### config.mk
export PLATFORM = sky130hd
export DESIGN_NAME = i2c_open_drain_write_master
export DESIGN_NICKNAME = d
export VERILOG_FILES = /design/src/hdl/i2cw_pkg.sv /design/src/hdl/i2c_open_drain_write_master.sv
export SDC_FILE = /design/constraint.sdc
export NUM_CORES = 1
export LEC_CHECK = 0
export ABC_AREA = 0
export BUFFER_PORTS_ARGS = -buffer_cell sky130_fd_sc_hd__buf_4
export CELL_PAD_IN_SITES_DETAIL_PLACEMENT = 2
export CELL_PAD_IN_SITES_GLOBAL_PLACEMENT = 2
export CORE_AREA = 2 2 144 146
export DETAILED_ROUTE_END_ITERATION = 10
export DIE_AREA = 0 0 146 148
export PLACE_DENSITY = 0.67
export SETUP_SLACK_MARGIN = 0.4
export SLEW_MARGIN = 10
export SYNTH_ARGS = -nofsm -noshare
export SYNTH_HDL_FRONTEND = slang
export SYNTH_SLANG_ARGS = --single-unit
### constraint.sdc
create_clock -name clk -period 6.42 [get_ports clk]
set_input_delay 0 -clock clk [delete_from_list [all_inputs] [get_ports clk]]
set_output_delay 0 -clock clk [all_outputs]
set_load 0.005 [all_outputs]
### src/hdl/i2cw_pkg.sv
package i2cw_pkg;

	localparam int unsigned ADDR_W    = 7;
	localparam int unsigned LIMIT_W   = 16;
	localparam int unsigned CFG_IDX_W = 1;
	localparam int unsigned CFG_W     = 16;

	localparam logic [CFG_IDX_W-1:0] CFG_DEVICE_ADDRESS = 1'b0;
	localparam logic [CFG_IDX_W-1:0] CFG_STRETCH_LIMIT  = 1'b1;

	localparam logic [ADDR_W-1:0]  ADDR_RESET  = 7'h3C;
	localparam logic [LIMIT_W-1:0] LIMIT_RESET = 16'd800;
	localparam logic [LIMIT_W-1:0] LIMIT_SAT   = 16'hFFFF;

	localparam logic [3:0] RECOVER_PULSES = 4'd9;
	localparam logic [3:0] BITS_PER_BYTE  = 4'd8;

	localparam logic [1:0] FUNC_TICK    = 2'd0;
	localparam logic [1:0] FUNC_WRITE   = 2'd1;
	localparam logic [1:0] FUNC_RECOVER = 2'd2;

	localparam logic [1:0] ERR_NONE  = 2'd0;
	localparam logic [1:0] ERR_BUS   = 2'd1;
	localparam logic [1:0] ERR_EMPTY = 2'd2;

	typedef struct packed {
		logic [1:0] func;
		logic [7:0] data_byte;
		logic       data_valid;
		logic       data_last;
		logic       scl_level;
		logic       sda_level;
	} in_t;

	typedef struct packed {
		logic       scl_pull_low;
		logic       sda_pull_low;
		logic       byte_taken;
		logic       busy_res;
		logic       done_res;
		logic [1:0] error_code;
	} out_t;

endpackage

### src/hdl/i2c_open_drain_write_master.sv
// the result of each tick is registered in the result queue and then shown on out_data with out_valid
// throughput: one tick transaction per cycle while in_stall is low; each tick is one bus half period
// a two-entry result queue lets ticks keep flowing while one result waits downstream
// in_stall rises only when both result entries are occupied
// arst_n clears the bus state machine to idle and the configuration registers to their reset values
module i2c_open_drain_write_master (
	input  logic                        clk,
	input  logic                        arst_n,
	input  logic                        in_valid,
	output logic                        in_stall,
	input  i2cw_pkg::in_t               in_data,
	output logic                        out_valid,
	input  logic                        out_stall,
	output i2cw_pkg::out_t              out_data,
	input  logic                        cfg_we,
	input  logic [i2cw_pkg::CFG_IDX_W-1:0] cfg_index,
	input  logic [i2cw_pkg::CFG_W-1:0]  cfg_data
);
	import i2cw_pkg::*;

	// bus phases, one per half period step
	typedef enum logic [3:0] {
		PH_IDLE,
		PH_ST_WAIT,
		PH_ST_SDA,
		PH_BIT_LOW,
		PH_BIT_HIGH,
		PH_ACK_LOW,
		PH_ACK_HIGH,
		PH_LOAD,
		PH_SP_LOW,
		PH_SP_WAIT,
		PH_SP_REL,
		PH_RC_LOW,
		PH_RC_WAIT
	} phase_t;

	// configuration registers
	logic [ADDR_W-1:0]  dev_addr_q;
	logic [LIMIT_W-1:0] limit_q;

	// bus engine state
	phase_t             phase_q, phase_d;
	logic [7:0]         shift_q, shift_d;
	logic [3:0]         bit_cnt_q, bit_cnt_d;
	logic [3:0]         pulse_cnt_q, pulse_cnt_d;
	logic [LIMIT_W-1:0] stretch_q, stretch_d;
	logic               final_q, final_d;
	logic [1:0]         err_flag_q, err_flag_d;

	// result queue: head is shown on the output, tail is the skid entry
	out_t               head_q, tail_q;
	logic [1:0]         count_q;

	out_t               res;
	logic               push, pop;

	// stretch wait helper values
	logic [LIMIT_W-1:0] stretch_inc;
	logic               scl_high;
	logic               timeout;

	assign in_stall  = (count_q == 2'd2);
	assign out_valid = (count_q != 2'd0);
	assign out_data  = head_q;
	assign push      = in_valid && !in_stall;
	assign pop       = out_valid && !out_stall;

	// saturating count of low-scl half periods; timeout once it reaches the limit
	assign scl_high    = in_data.scl_level;
	assign stretch_inc = (stretch_q != LIMIT_SAT) ? stretch_q + 1'b1 : stretch_q;
	assign timeout     = !scl_high && (stretch_inc >= limit_q);

	// next state of the bus engine for this tick
	always_comb begin
		phase_d     = phase_q;
		shift_d     = shift_q;
		bit_cnt_d   = bit_cnt_q;
		pulse_cnt_d = pulse_cnt_q;
		stretch_d   = stretch_q;
		final_d     = final_q;
		err_flag_d  = err_flag_q;
		res         = '0;

		unique case (phase_q)
			PH_IDLE: begin
				if (in_data.func == FUNC_WRITE) begin
					if (!in_data.data_valid) begin
						// empty request finishes at once
						res.done_res   = 1'b1;
						res.error_code = ERR_EMPTY;
					end else begin
						err_flag_d = ERR_NONE;
						phase_d    = PH_ST_WAIT;
						stretch_d  = '0;
					end
				end else if (in_data.func == FUNC_RECOVER) begin
					err_flag_d  = ERR_NONE;
					pulse_cnt_d = '0;
					phase_d     = PH_RC_LOW;
					stretch_d   = '0;
				end
			end
			PH_ST_WAIT: begin
				if (scl_high || timeout) begin
					phase_d   = PH_ST_SDA;
					stretch_d = '0;
				end else begin
					stretch_d = stretch_inc;
				end
			end
			PH_ST_SDA: begin
				shift_d   = {dev_addr_q, 1'b0};
				final_d   = 1'b0;
				bit_cnt_d = '0;
				phase_d   = PH_BIT_LOW;
				stretch_d = '0;
			end
			PH_BIT_LOW: begin
				phase_d   = PH_BIT_HIGH;
				stretch_d = '0;
			end
			PH_BIT_HIGH: begin
				if (scl_high) begin
					shift_d   = {shift_q[6:0], 1'b0};
					bit_cnt_d = bit_cnt_q + 1'b1;
					phase_d   = ((bit_cnt_q + 1'b1) >= BITS_PER_BYTE) ? PH_ACK_LOW : PH_BIT_LOW;
					stretch_d = '0;
				end else if (timeout) begin
					err_flag_d = ERR_BUS;
					phase_d    = PH_SP_LOW;
					stretch_d  = '0;
				end else begin
					stretch_d = stretch_inc;
				end
			end
			PH_ACK_LOW: begin
				phase_d   = PH_ACK_HIGH;
				stretch_d = '0;
			end
			PH_ACK_HIGH: begin
				if (scl_high) begin
					if (in_data.sda_level) begin
						// nack from the target
						err_flag_d = ERR_BUS;
						phase_d    = PH_SP_LOW;
					end else if (final_q) begin
						phase_d = PH_SP_LOW;
					end else begin
						phase_d = PH_LOAD;
					end
					stretch_d = '0;
				end else if (timeout) begin
					err_flag_d = ERR_BUS;
					phase_d    = PH_SP_LOW;
					stretch_d  = '0;
				end else begin
					stretch_d = stretch_inc;
				end
			end
			PH_LOAD: begin
				// scl stays low until the next byte is offered
				if (in_data.data_valid) begin
					res.byte_taken = 1'b1;
					shift_d        = in_data.data_byte;
					final_d        = in_data.data_last;
					bit_cnt_d      = '0;
					phase_d        = PH_BIT_LOW;
					stretch_d      = '0;
				end
			end
			PH_SP_LOW: begin
				phase_d   = PH_SP_WAIT;
				stretch_d = '0;
			end
			PH_SP_WAIT: begin
				if (scl_high || timeout) begin
					phase_d   = PH_SP_REL;
					stretch_d = '0;
				end else begin
					stretch_d = stretch_inc;
				end
			end
			PH_SP_REL: begin
				res.done_res   = 1'b1;
				res.error_code = err_flag_q;
				phase_d        = PH_IDLE;
				stretch_d      = '0;
			end
			PH_RC_LOW: begin
				phase_d   = PH_RC_WAIT;
				stretch_d = '0;
			end
			PH_RC_WAIT: begin
				if (scl_high || timeout) begin
					pulse_cnt_d = pulse_cnt_q + 1'b1;
					phase_d     = ((pulse_cnt_q + 1'b1) >= RECOVER_PULSES) ? PH_SP_LOW
						: PH_RC_LOW;
					stretch_d   = '0;
				end else begin
					stretch_d = stretch_inc;
				end
			end
			default: begin
				phase_d   = PH_IDLE;
				stretch_d = '0;
			end
		endcase

		// pin drives for the coming half period follow the new phase
		unique case (phase_d)
			PH_ST_SDA: begin
				res.sda_pull_low = 1'b1;
			end
			PH_BIT_LOW: begin
				res.scl_pull_low = 1'b1;
				res.sda_pull_low = !shift_d[7];
			end
			PH_BIT_HIGH: begin
				res.sda_pull_low = !shift_d[7];
			end
			PH_ACK_LOW, PH_LOAD, PH_RC_LOW: begin
				res.scl_pull_low = 1'b1;
			end
			PH_SP_LOW: begin
				res.scl_pull_low = 1'b1;
				res.sda_pull_low = 1'b1;
			end
			PH_SP_WAIT: begin
				res.sda_pull_low = 1'b1;
			end
			default: begin
			end
		endcase

		res.busy_res = (phase_d != PH_IDLE);
	end

	// configuration writes
	always_ff @(posedge clk or negedge arst_n) begin
		if (!arst_n) begin
			dev_addr_q <= ADDR_RESET;
			limit_q    <= LIMIT_RESET;
		end else if (cfg_we) begin
			unique case (cfg_index)
				CFG_DEVICE_ADDRESS: dev_addr_q <= cfg_data[ADDR_W-1:0];
				CFG_STRETCH_LIMIT:  limit_q    <= cfg_data[LIMIT_W-1:0];
				default: begin
				end
			endcase
		end
	end

	// bus engine advances once per accepted tick
	always_ff @(posedge clk or negedge arst_n) begin
		if (!arst_n) begin
			phase_q     <= PH_IDLE;
			shift_q     <= '0;
			bit_cnt_q   <= '0;
			pulse_cnt_q <= '0;
			stretch_q   <= '0;
			final_q     <= 1'b0;
			err_flag_q  <= ERR_NONE;
		end else if (push) begin
			phase_q     <= phase_d;
			shift_q     <= shift_d;
			bit_cnt_q   <= bit_cnt_d;
			pulse_cnt_q <= pulse_cnt_d;
			stretch_q   <= stretch_d;
			final_q     <= final_d;
			err_flag_q  <= err_flag_d;
		end
	end

	// result queue occupancy
	always_ff @(posedge clk or negedge arst_n) begin
		if (!arst_n) begin
			count_q <= 2'd0;
		end else begin
			case ({push, pop})
				2'b10:   count_q <= count_q + 1'b1;
				2'b01:   count_q <= count_q - 1'b1;
				default: count_q <= count_q;
			endcase
		end
	end

	// result queue payload
	always_ff @(posedge clk) begin
		case ({push, pop})
			2'b11: begin
				if (count_q == 2'd2) begin
					head_q <= tail_q;
					tail_q <= res;
				end else begin
					head_q <= res;
				end
			end
			2'b10: begin
				if (count_q == 2'd0) begin
					head_q <= res;
				end else begin
					tail_q <= res;
				end
			end
			2'b01: begin
				head_q <= tail_q;
			end
			default: begin
			end
		endcase
	end

endmodule

* After elaboration in Yosys (flattened, before gate mapping) *
Index checks and enable logic that the tools add are counted.

storage, ports and cells
  memories kept = 0
  bits in writable memories = 0
  bits in latches = 0
  output and inout port bits = 9
  register bits = 78
  memory bits (read-only) = 0
  input bits = 36

cells by class
  $mul = 0
  divide/modulo/power cells = 0
  bitwise operators = 1
  equality and inequality tests = 39
  muxes and demuxes = 57
  reductions and logical operators = 33
  order comparisons = 3
  add/sub/neg operators = 5
  shift-type cells = 0

operators with widths
  kind                                                                    count
  16-bit 2-to-1 mux                                                       7
  4-bit 2-to-1 mux                                                        17
  16-bit one-hot mux with 4 select lines                                  1
  4-bit one-hot mux with 12 select lines                                  1
  4-bit equality test (second input constant)                             8
  4-bit by 3-bit equality test with 1-bit output (second input constant)  7
  7-bit 2-to-1 mux                                                        4
  8-bit one-hot mux with 3 select lines                                   1
  7-bit one-hot mux with 3 select lines                                   1
  2-bit != test (second input constant)                                   9
  16-bit by 1-bit adder with 16-bit output (second input constant)        1
  4-bit by 2-bit equality test with 1-bit output (second input constant)  4
  16-bit >= comparator                                                    1
  2-bit 2-to-1 mux                                                        8
  8-bit 2-to-1 mux                                                        2
  16-bit != test (second input constant)                                  1
  7-bit one-hot mux with 2 select lines                                   1
  4-bit one-hot mux with 3 select lines                                   1
  2-bit nonzero test                                                      5
  3-bit 2-to-1 mux                                                        3
  3-bit != test (second input constant)                                   3
  3-bit nonzero test                                                      3
  4-bit by 1-bit adder with 4-bit output (second input constant)          2
  2-bit equality test (second input constant)                             4
  other kinds (26)                                                        43

* Depth between registers and ports, before layout *
  depth in word-level cells = 12
  depth in mapped cells = 18

* Worst setup path after synthesis *
Ideal clock, no wire load.

  kind = flip-flop to flip-flop
  start point = register stretch_q[0]
  end point = register head_q, in the netlist out_data[5] (data pin)
  arrival = 3.625 ns
  setup slack = 2.537 ns
  clock period less this slack = 3.883 ns
  buffers on the path = 1
  cell stages (with the launch flop) = 18
  cells stage by stage = dfrtp_1 ha_1 inv_1 nor4_4 a311oi_1 nor2b_1 and3_1 xor2_1 ha_1 a21oi_1 o21ai_0 a21oi_1 nand4_2 o211a_1 buf_6 a221oi_1 nor2_1 a21boi_2

on the way
  longest elaborated chain between the ends = 12
  elaborated cells between the ends (all ways) = 24
  classes of those cells = 1 x add/sub; 1 x order compare; 6 x eq/ne; 12 x mux; 4 x reduce/logical

RTL lines
  item                                                                        line                                                                    RTL
  from (decl)                                                                 i2c_open_drain_write_master.sv:47                                       logic [LIMIT_W-1:0] stretch_q, stretch_d;
  from (signal assigned)                                                      i2c_open_drain_write_master.sv:269                                      stretch_q <= stretch_d;
  16-bit by 1-bit adder with 16-bit output or 16-bit != test (tied branches)  i2c_open_drain_write_master.sv:71                                       assign stretch_inc = (stretch_q != LIMIT_SAT) ? stretch_q + 1'b1 : stretch_q;
  16-bit 2-to-1 mux (*)                                                       i2c_open_drain_write_master.sv:71
  16-bit >= comparator (*)                                                    i2c_open_drain_write_master.sv:72                                       assign timeout = !scl_high && (stretch_inc >= limit_q);
  1-bit logical AND (*)                                                       i2c_open_drain_write_master.sv:72
  4-bit 2-to-1 mux or 1-bit logical OR (tied branches)                        --
  4-bit 2-to-1 mux, on equally long branches                                  --
  4-bit one-hot mux with 12 select lines (*)                                  i2c_open_drain_write_master.sv:85                                       unique case (phase_q)
  4-bit equality test, or another cell as far along                           i2c_open_drain_write_master.sv:211                                      unique case (phase_d)
  3-bit OR reduction (no line) or 2-bit OR reduction (tied branches)          --
  1-bit one-hot mux with 2 select lines (*)                                   i2c_open_drain_write_master.sv:211
  7-bit 2-to-1 mux, on equally long branches                                  i2c_open_drain_write_master.sv:300, i2c_open_drain_write_master.sv:292
  7-bit one-hot mux with 3 select lines (*)                                   i2c_open_drain_write_master.sv:290                                      case ({push, pop})
  to (signal assigned)                                                        i2c_open_drain_write_master.sv:293                                      head_q <= tail_q;
  to (signal assigned)                                                        i2c_open_drain_write_master.sv:296                                      head_q <= res;
  to (signal assigned)                                                        i2c_open_drain_write_master.sv:301                                      head_q <= res;
  to (decl)                                                                   i2c_open_drain_write_master.sv:52                                       out_t head_q, tail_q;

Mark *: on every way between the ends. The rest lies on a longest branch, timed or not. The select of a mux whose other input is x is not followed.
A chain may end at the register's enable or synchronous reset.

* Worst setup path in the final report *
  start point = register stretch_q[0]
  end point = register stretch_q[5]

on the way
  longest elaborated chain between the ends = 7
  elaborated cells between the ends (all ways) = 10
  classes of those cells = 1 x add/sub; 1 x order compare; 1 x eq/ne; 5 x mux; 2 x reduce/logical

RTL lines
  item                                                                        line
  16-bit by 1-bit adder with 16-bit output or 16-bit != test (tied branches)  i2c_open_drain_write_master.sv:71
  16-bit 2-to-1 mux (*)                                                       i2c_open_drain_write_master.sv:71
  16-bit >= comparator                                                        i2c_open_drain_write_master.sv:72
  1-bit logical AND                                                           i2c_open_drain_write_master.sv:72
  16-bit 2-to-1 mux or 1-bit logical OR (tied branches)                       --
  16-bit 2-to-1 mux, on equally long branches                                 --
  16-bit one-hot mux with 4 select lines (*)                                  i2c_open_drain_write_master.sv:85

Mark *: on every way between the ends. The rest lies on a longest branch, timed or not.

==> metrics.csv <==
metric;value;unit
status;finished clean;
hold_path_end;final_q;
synthArstFlopShare;0.821;
switching_share;0.390;
cts_resized;0;
grt_max_degree;65;
drt_iter0_drc;174;
finClkSkew;0.0103;ns
worstSetupStartpointType;register;
r2r_slack;1.98;ns
drc;0;
clockBufferDepth;2;
cts_root_buf;clkbuf_16;
start_util;0.248;
cp.arrival;4.64;ns
synth_warnings;0;
core-area;20000;µm²
clkLatencyLatePin;0.35;ns
clkSinkCount;78;
pwr-share-comb;0.382;
placed_area;5480;µm²
avgViaCountPerCell;4.94;
cts_buffers;9;
reg2regPathDepth;16;
cts_max_level;3;
wl_per_cell;17.4;µm
fin_area;6040;µm²
vias;4248;
drv_cap;0;
io_buffers;44;
syn2layout_area_growth;21.8;%
post_cts_buffers;0;
path_class;reg -> reg;
dpl.hpwl;11000;µm
p_seq_frac;0.367;
grt_pass1_vias;4670;
diodes;0;
timing.rr.start;stretch_q[0];
synth_cell_types;72;
die_area;21600;µm²
clkPwrFrac;0.251;
p_int;1.29;mW
hold_viol_final;0;
fmax;225;MHz
antenna_found_initial;0;
gr-total-overflow;0;
ant_nets;0;
worstMarginPinSlew;0.885;ns
hp-class;in -> reg;
drv_slew;0;
die_h;148;µm
vdd_ir_drop_max;0.137;mV
gp_congestion;0.800;
layout-drive-gt1-share;0.192;
row_count;52;
seq_area_frac_synth;0.409;
nets;646;
synth_edf_count;14;
synth_fp_nets;592;
synth_area;4960;µm²
crit_fanout;22;
synth_top_flop_cell;dfrtp_1;
syn-mean-instance-area;9.34;µm²
ys_seq_elements;78;
io_pins;45;
holdPathStages;3;
setup_tns;0;ns
syn_inst;531;
finalSetupViolations;0;
cts_tree;yes;
maxSlewHeadroom;0.410;
drt_first_pass_iters;7;
clk_pin_slew;0.07;ns
endpoint_kind;register;
net-switching-power;0.826;mW
power_density;351;nW/µm²
rr_endpoint;stretch_q[5];
wl;15000;µm
hold_buffers;25;
grt_first_pass_wirelength;25400;µm
hp-start;in_data[3];
dieWidth;146;µm
grt_usage;0.149;
leakage;2.62;nW
period_share;0.692;
cp.required;6.62;ns
rsz0062_at_grt;no;
post-route-min-period;4.44;ns
## critical path, cell delays in order (launching register included)
cell and delay [ns]:
dfrtp_1 0.43, ha_1 0.26, inv_1 0.11, nor4_4 0.43, nand3_2 0.25, or3b_2 0.32
nor2_1 0.08, xnor2_1 0.14, ha_1 0.30, nand4_1 0.14, or2_1 0.27, a311o_1 0.34
nand4_2 0.18, a211o_1 0.61, nor2_1 0.08, o21ai_0 0.24, o41ai_1 0.12
## registers in the layout (all words and copies together) (netlist names), 4 cells and up
| name | count |
|---|---|
| limit_q | 16 |
| bit_cnt_q | 4 |
| dev_addr_q | 7 |
| phase_q | 4 |
| out_data | 7 |
| pulse_cnt_q | 4 |
| tail_q | 7 |
| stretch_q | 16 |
| shift_q | 8 |
## power groups by stage
stage / clock (mW) / sequential (mW) / combinational [mW]
3_5_place_dp: 0 / 0.786 / 0.803
3_3_place_gp: 0 / 0.778 / 0.756
5_1_grt: 0.571 / 0.798 / 0.916
6_report: 0.532 / 0.777 / 0.809
4_1_cts: 0.550 / 0.778 / 0.823
2_1_floorplan: 0 / 0.715 / 0.622
## worst max-delay path by stage
| stage | depth (start not counted) | slack, ns | startpoint | end |
|---|---|---|---|---|
| 6_report | 16 | 1.98 | stretch_q[0] | stretch_q[5] |
| 5_1_grt | 17 | 1.55 | stretch_q[0] | stretch_q[0] |
| 4_1_cts | 16 | 1.89 | stretch_q[0] | stretch_q[5] |
| 3_5_place_dp | 16 | 1.94 | stretch_q[0] | stretch_q[5] |
| 3_3_place_gp | 17 | 2.19 | stretch_q[0] | stretch_q[2] |
| 2_1_floorplan | 17 | 2.54 | stretch_q[0] | out_data[5] |
## layer usage
metal | vias up | wire length (µm) | GRT usage
li1 | 2013 | - | -
met1 | 2148 | 6530 | 0.181
met2 | 69 | 7710 | 0.267
met3 | 18 | 507 | 0.0293
met4 | 0 | 252 | 0.0471
met5 | - | 0 | 0
## metrics by stage
| step | hold slack (ns) | cells | worst slack, ns | util | power, mW |
|---|---|---|---|---|---|
| after detailed placement | 0.186 | 819 | 1.94 | 0.274 | 1.59 |
| final | 0.0844 | 860 | 1.98 | 0.301 | 2.12 |
| after floorplan | -0.296 | 531 | 2.54 | - | 1.34 |
| after CTS | 0.0755 | 860 | 1.89 | 0.301 | 2.15 |
| after global routing | 0.115 | 860 | 1.55 | 0.301 | 2.28 |
| after global placement | 0.178 | 819 | 2.19 | 0.274 | 1.53 |
## kinds of logic after synthesis
logic type	Yosys count	share of synthesized area
buffers and inverters	63	0.0578
multiplexers	30	0.0676
XOR/XNOR	15	0.0265
flip-flops	78	0.409
adder cells (fa/ha/maj)	25	0.0631
AND/OR/NAND/NOR	189	0.199
AO/OA/AOI/OAI	131	0.177
## placed cells by master (no fill, tap or decap), types with 9 or more instances in the layout
cell type / count
mux2_2: 24
nor2_1: 30
inv_1: 36
buf_4: 45
o21ai_0: 48
nand2b_1: 13
xnor2_1: 11
dfrtp_1: 57
nand3_1: 19
a21oi_1: 23
edfxtp_1: 14
ha_1: 25
clkbuf_16: 9
nand2_1: 69
dlygate4sd3_1: 25
## area by class of cell
class | count | area, µm²
multi-input combinational | 390 | 2650
clock buffer | 10 | 229
clock inverter | 6 | 68.8
inverter | 36 | 135
fill | 2311 | 14000
timing repair buffer | 70 | 588
sequential | 78 | 2030
tap | 270 | 338
## Yosys cell counts, drive strengths merged, types with 3 or more instances
library cell | count | area, µm²
inv | 36 | 135
mux2 | 25 | 285
a21o | 4 | 30.0
nand3b | 4 | 30.0
nor4 | 5 | 46.3
a31oi | 9 | 71.3
mux2i | 5 | 50.1
nand3 | 20 | 105
nand2b | 13 | 81.3
nand2 | 69 | 259
a221oi | 5 | 50.0
xor2 | 4 | 35.0
clkbuf | 15 | 63.8
or2 | 5 | 31.3
a21boi | 3 | 26.3
and3 | 5 | 31.3
nor3 | 6 | 35.0
dfstp | 7 | 184
o21ai | 50 | 250
dfrtp | 57 | 1430
ha | 25 | 313
edfxtp | 14 | 420
nor2b | 7 | 43.8
o31ai | 7 | 52.6
a21oi | 23 | 115
a311oi | 3 | 32.5
and2b | 3 | 25.0
buf | 12 | 87.6
nor2 | 30 | 113
xnor2 | 11 | 96.3
nand4 | 10 | 87.6
a222oi | 6 | 60.1
Note: power is estimated with default switching activity, not from simulation.
